--- config.mk ---
export PLATFORM = sky130hd
export DESIGN_NAME = websocket_frame_deframer
export DESIGN_NICKNAME = d
export VERILOG_FILES = /design/src/rtl/wsd_pkg.sv /design/src/rtl/websocket_frame_deframer.sv /design/src/rtl/wsd_cfg.sv /design/src/rtl/wsd_parser.sv
export SDC_FILE = /design/constraint.sdc
export NUM_CORES = 1
export LEC_CHECK = 0
export BUFFER_PORTS_ARGS = -buffer_cell sky130_fd_sc_hd__buf_2
export CAP_MARGIN = 20
export CORE_ASPECT_RATIO = 0.8
export CORE_MARGIN = 2
export CORE_UTILIZATION = 45
export CTS_BUF_LIST = sky130_fd_sc_hd__clkbuf_8
export CTS_CLUSTER_DIAMETER = 60
export DETAILED_ROUTE_END_ITERATION = 10
export GPL_ROUTABILITY_DRIVEN = 0
export PLACE_DENSITY = 0.66
export SYNTH_ARGS = -nofsm -noshare
export SYNTH_HDL_FRONTEND = slang
export SYNTH_SLANG_ARGS = --single-unit
--- constraint.sdc ---
create_clock -name clk -period 3.8 [get_ports clk]
set_input_delay 0.57 -clock clk [delete_from_list [all_inputs] [get_ports clk]]
set_output_delay 0.57 -clock clk [all_outputs]
set_load 0.02 [all_outputs]
--- src/rtl/wsd_pkg.sv ---
package wsd_pkg;

    typedef enum logic [2:0] {
        PH_OPCODE  = 3'd0,
        PH_LENGTH  = 3'd1,
        PH_EXTLEN  = 3'd2,
        PH_MASK    = 3'd3,
        PH_PAYLOAD = 3'd4
    } phase_t;

    typedef enum logic [1:0] {
        ERR_NONE       = 2'd0,
        ERR_OPCODE     = 2'd1,
        ERR_NOT_MASKED = 2'd2
    } err_code_t;

    localparam logic [7:0] OPCODE_RESET  = 8'h82;
    localparam logic       MASK_BIT_SET  = 1'b1;
    localparam logic [6:0] LEN7_EXT16    = 7'h7E;
    localparam logic [6:0] LEN7_EXT64    = 7'h7F;
    localparam logic [3:0] EXT16_BYTES   = 4'd2;
    localparam logic [3:0] EXT64_BYTES   = 4'd8;

    localparam int         APB_ADDR_W    = 2;
    localparam logic [APB_ADDR_W-1:0] ADDR_EXPECTED_OPCODE = 2'd0;

    typedef struct packed {
        logic      valid;
        logic [7:0] payload_byte;
        logic      frame_last;
        err_code_t error_code;
    } result_t;

endpackage

--- src/rtl/websocket_frame_deframer.sv ---
// Deframes a masked client-to-server WebSocket stream, one byte word per cycle
// unless stalled. An input word is registered, then decoded by the parser state
// machine once the output side can take its result; any unmasked payload byte or
// error lands in an output register, so a word can be accepted every cycle while
// the output is not stalled. Header, length and mask words produce no output word;
// a wrong opcode or an unmasked frame produces one error word and then all input
// is discarded until reset. Payload length uses the low 32 bits of the 64-bit form.
module websocket_frame_deframer (
    input  logic                            clk,
    input  logic                            rst_n,
    input  logic                            in_valid,
    output logic                            in_stall,
    input  logic [7:0]                      in_byte,
    output logic                            out_valid,
    input  logic                            out_stall,
    output logic [7:0]                      payload_byte,
    output logic                            frame_last,
    output logic [1:0]                      error_code,
    input  logic                            psel,
    input  logic                            penable,
    input  logic                            pwrite,
    input  logic [wsd_pkg::APB_ADDR_W-1:0]  paddr,
    input  logic [31:0]                     pwdata,
    output logic [31:0]                     prdata,
    output logic                            pready
);

    logic             in_valid_reg, in_valid_next;
    logic [7:0]       in_byte_reg;
    logic             out_valid_reg, out_valid_next;
    wsd_pkg::result_t out_reg;
    wsd_pkg::result_t step_result;
    logic [7:0]       expected_opcode;
    logic             advance;
    logic             in_take;

    assign advance  = in_valid_reg && (!out_valid_reg || !out_stall);
    assign in_stall = in_valid_reg && !advance;
    assign in_take  = in_valid && !in_stall;

    wsd_cfg u_cfg (
        .clk             (clk),
        .rst_n           (rst_n),
        .psel            (psel),
        .penable         (penable),
        .pwrite          (pwrite),
        .paddr           (paddr),
        .pwdata          (pwdata),
        .prdata          (prdata),
        .pready          (pready),
        .expected_opcode (expected_opcode)
    );

    wsd_parser u_parser (
        .clk             (clk),
        .rst_n           (rst_n),
        .step            (advance),
        .in_byte         (in_byte_reg),
        .expected_opcode (expected_opcode),
        .result          (step_result)
    );

    always_comb
    begin
        in_valid_next = in_valid_reg;
        if (in_take)
        begin
            in_valid_next = 1'b1;
        end
        else if (advance)
        begin
            in_valid_next = 1'b0;
        end
    end

    always_comb
    begin
        out_valid_next = out_valid_reg;
        if (advance)
        begin
            out_valid_next = step_result.valid;
        end
        else if (out_valid_reg && !out_stall)
        begin
            out_valid_next = 1'b0;
        end
    end

    always_ff @(posedge clk or negedge rst_n)
    begin
        if (!rst_n)
        begin
            in_valid_reg  <= 1'b0;
            out_valid_reg <= 1'b0;
        end
        else
        begin
            in_valid_reg  <= in_valid_next;
            out_valid_reg <= out_valid_next;
        end
    end

    always_ff @(posedge clk)
    begin
        if (in_take)
        begin
            in_byte_reg <= in_byte;
        end
        if (advance && step_result.valid)
        begin
            out_reg <= step_result;
        end
    end

    assign out_valid    = out_valid_reg;
    assign payload_byte = out_reg.payload_byte;
    assign frame_last   = out_reg.frame_last;
    assign error_code   = out_reg.error_code;

endmodule

--- src/rtl/wsd_cfg.sv ---
module wsd_cfg (
    input  logic                            clk,
    input  logic                            rst_n,
    input  logic                            psel,
    input  logic                            penable,
    input  logic                            pwrite,
    input  logic [wsd_pkg::APB_ADDR_W-1:0]  paddr,
    input  logic [31:0]                     pwdata,
    output logic [31:0]                     prdata,
    output logic                            pready,
    output logic [7:0]                      expected_opcode
);

    logic [7:0] opcode_reg;
    logic [7:0] opcode_next;
    logic       wr_en;

    assign pready = 1'b1;
    assign wr_en  = psel && penable && pwrite && pready;

    always_comb
    begin
        opcode_next = opcode_reg;
        if (wr_en && (paddr == wsd_pkg::ADDR_EXPECTED_OPCODE))
        begin
            opcode_next = pwdata[7:0];
        end
    end

    always_ff @(posedge clk or negedge rst_n)
    begin
        if (!rst_n)
        begin
            opcode_reg <= wsd_pkg::OPCODE_RESET;
        end
        else
        begin
            opcode_reg <= opcode_next;
        end
    end

    always_comb
    begin
        prdata = 32'd0;
        if (paddr == wsd_pkg::ADDR_EXPECTED_OPCODE)
        begin
            prdata = {24'd0, opcode_reg};
        end
    end

    assign expected_opcode = opcode_reg;

endmodule

--- src/rtl/wsd_parser.sv ---
module wsd_parser (
    input  logic             clk,
    input  logic             rst_n,
    input  logic             step,
    input  logic [7:0]       in_byte,
    input  logic [7:0]       expected_opcode,
    output wsd_pkg::result_t result
);

    wsd_pkg::phase_t phase_reg, phase_next;
    logic [3:0]  len_left_reg, len_left_next;
    logic [31:0] remaining_reg, remaining_next;
    logic [31:0] mask_key_reg, mask_key_next;
    logic [1:0]  mask_seen_reg, mask_seen_next;
    logic [1:0]  pay_phase_reg, pay_phase_next;
    logic        dead_reg, dead_next;
    logic [7:0]  mask_byte;
    logic [31:0] remaining_dec;

    assign remaining_dec = remaining_reg - 32'd1;

    always_comb
    begin
        case (pay_phase_reg)
            2'd0:    mask_byte = mask_key_reg[31:24];
            2'd1:    mask_byte = mask_key_reg[23:16];
            2'd2:    mask_byte = mask_key_reg[15:8];
            default: mask_byte = mask_key_reg[7:0];
        endcase
    end

    always_comb
    begin
        phase_next     = phase_reg;
        len_left_next  = len_left_reg;
        remaining_next = remaining_reg;
        mask_key_next  = mask_key_reg;
        mask_seen_next = mask_seen_reg;
        pay_phase_next = pay_phase_reg;
        dead_next      = dead_reg;
        if (step && !dead_reg)
        begin
            unique case (phase_reg)
                wsd_pkg::PH_LENGTH:
                begin
                    if (in_byte[7] != wsd_pkg::MASK_BIT_SET)
                    begin
                        dead_next = 1'b1;
                    end
                    else
                    begin
                        mask_seen_next = 2'd0;
                        remaining_next = 32'd0;
                        if (in_byte[6:0] == wsd_pkg::LEN7_EXT16)
                        begin
                            len_left_next = wsd_pkg::EXT16_BYTES;
                            phase_next    = wsd_pkg::PH_EXTLEN;
                        end
                        else if (in_byte[6:0] == wsd_pkg::LEN7_EXT64)
                        begin
                            len_left_next = wsd_pkg::EXT64_BYTES;
                            phase_next    = wsd_pkg::PH_EXTLEN;
                        end
                        else
                        begin
                            remaining_next = {25'd0, in_byte[6:0]};
                            phase_next     = wsd_pkg::PH_MASK;
                        end
                    end
                end
                wsd_pkg::PH_EXTLEN:
                begin
                    remaining_next = {remaining_reg[23:0], in_byte};
                    len_left_next  = len_left_reg - 4'd1;
                    if (len_left_next == 4'd0)
                    begin
                        mask_seen_next = 2'd0;
                        phase_next     = wsd_pkg::PH_MASK;
                    end
                end
                wsd_pkg::PH_MASK:
                begin
                    mask_key_next = {mask_key_reg[23:0], in_byte};
                    if (mask_seen_reg == 2'd3)
                    begin
                        mask_seen_next = 2'd0;
                        pay_phase_next = 2'd0;
                        phase_next     = (remaining_reg == 32'd0) ? wsd_pkg::PH_OPCODE
                                                                  : wsd_pkg::PH_PAYLOAD;
                    end
                    else
                    begin
                        mask_seen_next = mask_seen_reg + 2'd1;
                    end
                end
                wsd_pkg::PH_PAYLOAD:
                begin
                    pay_phase_next = pay_phase_reg + 2'd1;
                    remaining_next = remaining_dec;
                    if (remaining_dec == 32'd0)
                    begin
                        phase_next = wsd_pkg::PH_OPCODE;
                    end
                end
                default:
                begin
                    if (in_byte != expected_opcode)
                    begin
                        dead_next  = 1'b1;
                        phase_next = wsd_pkg::PH_OPCODE;
                    end
                    else
                    begin
                        phase_next = wsd_pkg::PH_LENGTH;
                    end
                end
            endcase
        end
    end

    always_comb
    begin
        result = '{valid: 1'b0, payload_byte: 8'd0, frame_last: 1'b0,
                   error_code: wsd_pkg::ERR_NONE};
        if (step && !dead_reg)
        begin
            unique case (phase_reg)
                wsd_pkg::PH_LENGTH:
                begin
                    if (in_byte[7] != wsd_pkg::MASK_BIT_SET)
                    begin
                        result.valid      = 1'b1;
                        result.error_code = wsd_pkg::ERR_NOT_MASKED;
                    end
                end
                wsd_pkg::PH_EXTLEN:
                begin
                end
                wsd_pkg::PH_MASK:
                begin
                end
                wsd_pkg::PH_PAYLOAD:
                begin
                    result.valid        = 1'b1;
                    result.payload_byte = in_byte ^ mask_byte;
                    result.frame_last   = (remaining_dec == 32'd0);
                end
                default:
                begin
                    if (in_byte != expected_opcode)
                    begin
                        result.valid      = 1'b1;
                        result.error_code = wsd_pkg::ERR_OPCODE;
                    end
                end
            endcase
        end
    end

    always_ff @(posedge clk or negedge rst_n)
    begin
        if (!rst_n)
        begin
            phase_reg     <= wsd_pkg::PH_OPCODE;
            len_left_reg  <= 4'd0;
            remaining_reg <= 32'd0;
            mask_key_reg  <= 32'd0;
            mask_seen_reg <= 2'd0;
            pay_phase_reg <= 2'd0;
            dead_reg      <= 1'b0;
        end
        else
        begin
            phase_reg     <= phase_next;
            len_left_reg  <= len_left_next;
            remaining_reg <= remaining_next;
            mask_key_reg  <= mask_key_next;
            mask_seen_reg <= mask_seen_next;
            pay_phase_reg <= pay_phase_next;
            dead_reg      <= dead_next;
        end
    end

endmodule

==> results of run 1 <==
-- metal layers --
metal  vias up  GRT usage [%]  share of wire (%)
met5         -              0                  0
met4         0           5.62               0.91
met3        13           3.53                7.2
met2       236           31.7                 43
met1      2506           33.9                 49
li1       2458              -                  -
-- power by group --
part	switching [mW]	internal (mW)
logic	1.15	0.684
clock network	0.418	0.319
registers	0.396	1.44
total	1.97	2.45
-- cells in the mapped netlist (9+ instances only) --
cell / number
nand2_1: 137
dfrtp_1: 84
o21ai_0: 70
nor2_1: 66
a21oi_1: 36
clkbuf_1: 36
buf_4: 25
nor3_1: 20
edfxtp_1: 19
inv_1: 15
a22oi_1: 13
xnor2_1: 13
and2_1: 12
nor4_1: 12
xor2_1: 11
ha_1: 10
mux2_2: 9
-- cell families (layout without fill, tap and decap cells) --
logic type,after synthesis,in the layout,synth area share (%)
buf+inv,82,87,6.83
other cells,2,25,0.124
compound gates,167,167,17.0
mux,9,9,1.68
fa+ha+maj,10,10,2.07
simple gates,302,302,23.7
xor+xnor,24,24,3.48
flops,105,105,45.1
-- path summary, 6_finish.rpt --
path	startpoint	end	cells past startpoint
setup / recovery	u_parser.remaining_reg[4]	u_parser.phase_reg[2]	8
min in group clk	in_byte[7]	in_byte_reg[7]	1
hold / removal	rst_n	u_parser.remaining_reg[11]	1
setup reg to reg	u_parser.remaining_reg[4]	u_parser.phase_reg[2]	8
max in group asynchronous	rst_n	u_parser.phase_reg[0]	2
hold reg to reg	u_parser.mask_key_reg[24]	u_parser.mask_key_reg[24]	2
-- per-stage QoR --
step	cell area (sq um)	setup slack (ns)	utilization [%]
global placement	6310	0.693	48.5
finish	6550	0.514	50.3
floorplan	6130	0.995	-
detailed placement	6310	0.599	48.5
global route	6550	0.352	50.3
CTS	6520	0.579	50.1
-- cell type report --
class | count | area (sq um) | share of cell area, %
sequential | 105 | 2730 | 41.6
clock buffer | 9 | 124 | 1.89
multi-input combinational | 537 | 2990 | 45.7
timing repair buffer | 56 | 343 | 5.24
tap | 175 | 219 | 3.34
inverter | 15 | 56.3 | 0.860
clock inverter | 7 | 86.3 | 1.32
-- worst reg2reg max path, delay by kind of cell (launching register included) --
| kind | cells | cell delay (ns) |
|---|---|---|
| AND/OR/NAND/NOR | 5 | 1.95 |
| AO/OA/AOI/OAI | 3 | 0.75 |
| flip-flops | 1 | 0.48 |
==> out/results.ini, run 1 <==
[worst_hold_path]
min_path_type = in -> async

[detailed_routing]
routed-via-count = 5213
wire_per_inst_um = 16.5
ant_nets = 0
drtPass1Iterations = 6
drt_iter0_markers = 623
drcViolationCount = 0
routed_via_density = 5.77
drt-total-wl_um = 14900

[pwr]
p_leak_nw = 2.88
powerDensity_mw_per_mm2 = 674
peakVddDrop_v = 0.000258
power_mw = 4.41

[cells_and_area]
layout_common_cells = 137 x nand2_1, 84 x dfrtp_1, 70 x o21ai_0
final_nets = 783
diodes = 0
nFillCells = 1216
syn2layout_area_growth_pct = 8.34
final_common_cell = nand2_1
layout-drive-gt1-share_pct = 12.8
stdcell_count = 904

[setup_path]
cp_data_required_time_ns = 4.07
crit_path_max_incr_delay_ns = 0.60
reg2reg_slack_ns = 0.51
crit_chain = nor4_4 > nand4_4 > or2_1 > or4_4 > a32o_1 > a2111oi_2 > nand4_1 > a31o_1
start_kind = flip-flop
crit_arrival_ns = 3.56
criticalPathCategory = reg -> reg
critPathMaxFanout = 10
endpoint_kind = flip-flop
critPathBufInv = 0
cp_slowest_cell = nor4_4
cp_top_family = simple AND/OR/NAND/NOR gates

[synth]
synth-edff-count = 19
yosys_register_bits = 105
synth_cells = 701
yosys-top-cells-area = dfrtp_1 35%, edfxtp_1 9.4%, nand2_1 8.5%, o21ai_0 5.8%, nor2_1 4.1%
yosysTopAreaCellShare_pct = 34.8
syn_avg_cell_area_sq_um = 8.62
ys_types = 61
synth-main-ff-cell = dfrtp_1
synth_area_leader_cell = dfrtp_1
syn_area_sq_mm = 0.00604
synthArstFlopShare_pct = 81.9
ys_seq_area_share_pct = 45.1
ys_warn_count = 0

[die]
rows = 37
die_h_um = 108
die_w_um = 134
die-area_sq_mm = 0.0144
design.core.area_sq_mm = 0.0130
ioPinCount = 95
start_util_pct = 46.5

[sta]
tightest_slew_ns = 1.07
fin_skew_ns = 0.00851
final-hold-violation-count = 0
fmax_mhz = 304
fin_crit_sh_pct = 86.5
whs_ns = 0.273
setup_violations = 0
slew_violations = 0
slew_headroom_pct = 28.3
tns_ns = 0
rsz0062_at_grt = false
post-route-min-period_ns = 3.29

[global_routing]
grt_overflow_total = 0
grt_pass1_vias = 4776
grt_util_all_layers_pct = 21.9
grt_pass1_wl_um = 25000
grt_max_degree = 63
antenna_found_initial = 0

[clock_network]
ctsResizeCount = 0
clkLatencyLatePin_ns = 0.38
cts_tree = yes
clock_sinks = 105
cts_made_buffers = 9
root_buffer = clkbuf_8
clockBufferDepth = 2
ctsHoldBuffers = 0
htreeDepth = 3
clk_pin_slew_ns = 0.11
post_cts_buffers = 0

[placed_design]
dp.cells = 887
hpwl_um = 10300
io_buffers = 45

[outcome]
status = finished clean

[flow_run]
maxCapViolCount = 0

Power figures use the tool's default switching activity.
==> inputs of run 2 (changes only) <==
Settings changed: REMOVE_ABC_BUFFERS set to 1.
==> out/results.ini, run 2 (synthesis results as in run 1) <==
[outcome]
status = finished clean

[global_routing]
grt_pass1_vias = 4778
grt_pass1_wl_um = 24100
grt_overflow_total = 0
grt_max_degree = 68
antenna_found_initial = 0
grt_util_all_layers_pct = 20.9

[pwr]
power_mw = 4.30
p_comb_share_pct = 41.8
p_clk_share_pct = 15.5
powerDensity_mw_per_mm2 = 665
p_sw_share_pct = 44.9
power_switching_mw = 1.93
p_int_mw = 2.37
peakVddDrop_v = 0.000266
p_leak_nw = 2.85
pwr-share-seq_pct = 42.7

[detailed_routing]
drt-total-wl_um = 14600
ant_nets = 0
wire_per_inst_um = 16.2
routed_via_density = 5.70
drtPass1Iterations = 5
routed-via-count = 5139
drt_iter0_markers = 502
drcViolationCount = 0

[sta]
slew_headroom_pct = 28.3
setup_violations = 0
fin_skew_ns = 0.0184
post-route-min-period_ns = 3.20
tightest_slew_ns = 1.07
worst_slack_ns = 0.599
slew_violations = 0
fin_crit_sh_pct = 84.2
final-hold-violation-count = 0
rsz0062_at_grt = false
fmax_mhz = 312
tns_ns = 0

[setup_path]
start_kind = flip-flop
endpoint_kind = flip-flop
criticalPathCategory = reg -> reg
cp_data_required_time_ns = 4.09
critPathMaxFanout = 13
rr_worst_depth = 10
crit_arrival_ns = 3.49

[die]
ioPinCount = 95
die-area_sq_mm = 0.0144
die_w_um = 134
start_util_pct = 46.5
die_h_um = 108
rows = 37
design.core.area_sq_mm = 0.0130

[cells_and_area]
stdcell_count = 901
final_common_cell = nand2_1
final_nets = 780
layout_common_cells = 137 x nand2_1, 84 x dfrtp_1, 70 x o21ai_0
layout-drive-gt1-share_pct = 12.3
fin_area_sq_mm = 0.00646
syn2layout_area_growth_pct = 6.92
diodes = 0

[worst_hold_path]
min_path_type = in -> async

[placed_design]
hpwl_um = 10100
placed_area_sq_mm = 0.00628
preCtsSetupSlack_ns = 0.641
io_buffers = 45
dp.cells = 885

[clock_network]
clockBufferDepth = 2
htreeDepth = 3
clkLatencyLatePin_ns = 0.39
ctsHoldBuffers = 0
cts_made_buffers = 9
root_buffer = clkbuf_8
clock_sinks = 105
clk_pin_slew_ns = 0.11
ctsResizeCount = 0
cts_tree = yes
post_cts_buffers = 0

[flow_run]
maxCapViolCount = 0

## run 2: cell count changes in the layout (fill, tap and decap cells not counted)
cell / before / now
clkinvlp_4: 1 / 0
bufinv_16: 1 / 0
clkinv_4: 2 / 1
inv_1: 15 / 16
inv_6: 1 / 2
clkbuf_8: 9 / 10
clkinv_2: 0 / 1
inv_8: 2 / 0
buf_12: 1 / 0
buf_4: 10 / 9
buf_16: 1 / 0
inv_4: 0 / 1
## run 2: power by group through the flow
stage	Clock (mW)	Sequential [mW]	Combinational, mW
CTS	0.686	1.82	1.78
global route	0.726	1.88	2.01
finish	0.665	1.84	1.80
floorplan	0	1.76	1.31
global placement	0	1.83	1.72
detailed placement	0	1.85	1.78
## run 2: worst max-delay path, stage by stage, from the launching register on
cell      delay [ns]
dfrtp_1         0.45
inv_1           0.18
ha_1            0.50
nor3b_1         0.30
and3_1          0.32
and3_1          0.25
xnor2_1         0.13
nand3b_1        0.10
nor4_1          0.39
nand4_1         0.22
a31o_1          0.26
## run 2: path summary, 6_finish.rpt
path | start | slack, ns | endpoint
max in group asynchronous | rst_n | 2.60 | u_cfg.expected_opcode[7]
worst min-delay path | rst_n | 0.25 | u_parser.remaining_reg[12]
min in group clk | in_byte[6] | 0.35 | in_byte_reg[6]
worst max-delay path | u_parser.remaining_reg[1] | 0.60 | u_parser.phase_reg[2]
worst max register to register | u_parser.remaining_reg[1] | 0.60 | u_parser.phase_reg[2]
worst min register to register | u_parser.dead_reg | 0.48 | u_parser.dead_reg
## run 2: stage by stage
step / hold slack (ns) / utilization [%]
2_1_floorplan: 0.274 / -
3_3_place_gp: 0.449 / 48.3
3_5_place_dp: 0.457 / 48.3
4_1_cts: 0.324 / 49.7
5_1_grt: 0.320 / 49.7
6_report: 0.247 / 49.7
## run 2: routing by layer
layer / track usage, % / vias up / part of all wire, %
li1: - / 2447 / -
met3: 4.33 / 12 / 6.5
met5: 0 / - / 0
met1: 30.3 / 2497 / 48
met2: 32.1 / 183 / 45
met4: 5.55 / 0 / 1.1
## run 2: cell type report
type	count	area (sq um)
sequential	105	2730
tap	175	219
clock buffer	10	138
timing repair buffer	53	288
inverter	15	56.3
multi-input combinational	537	2990
fill	1226	6550
clock inverter	6	41.3
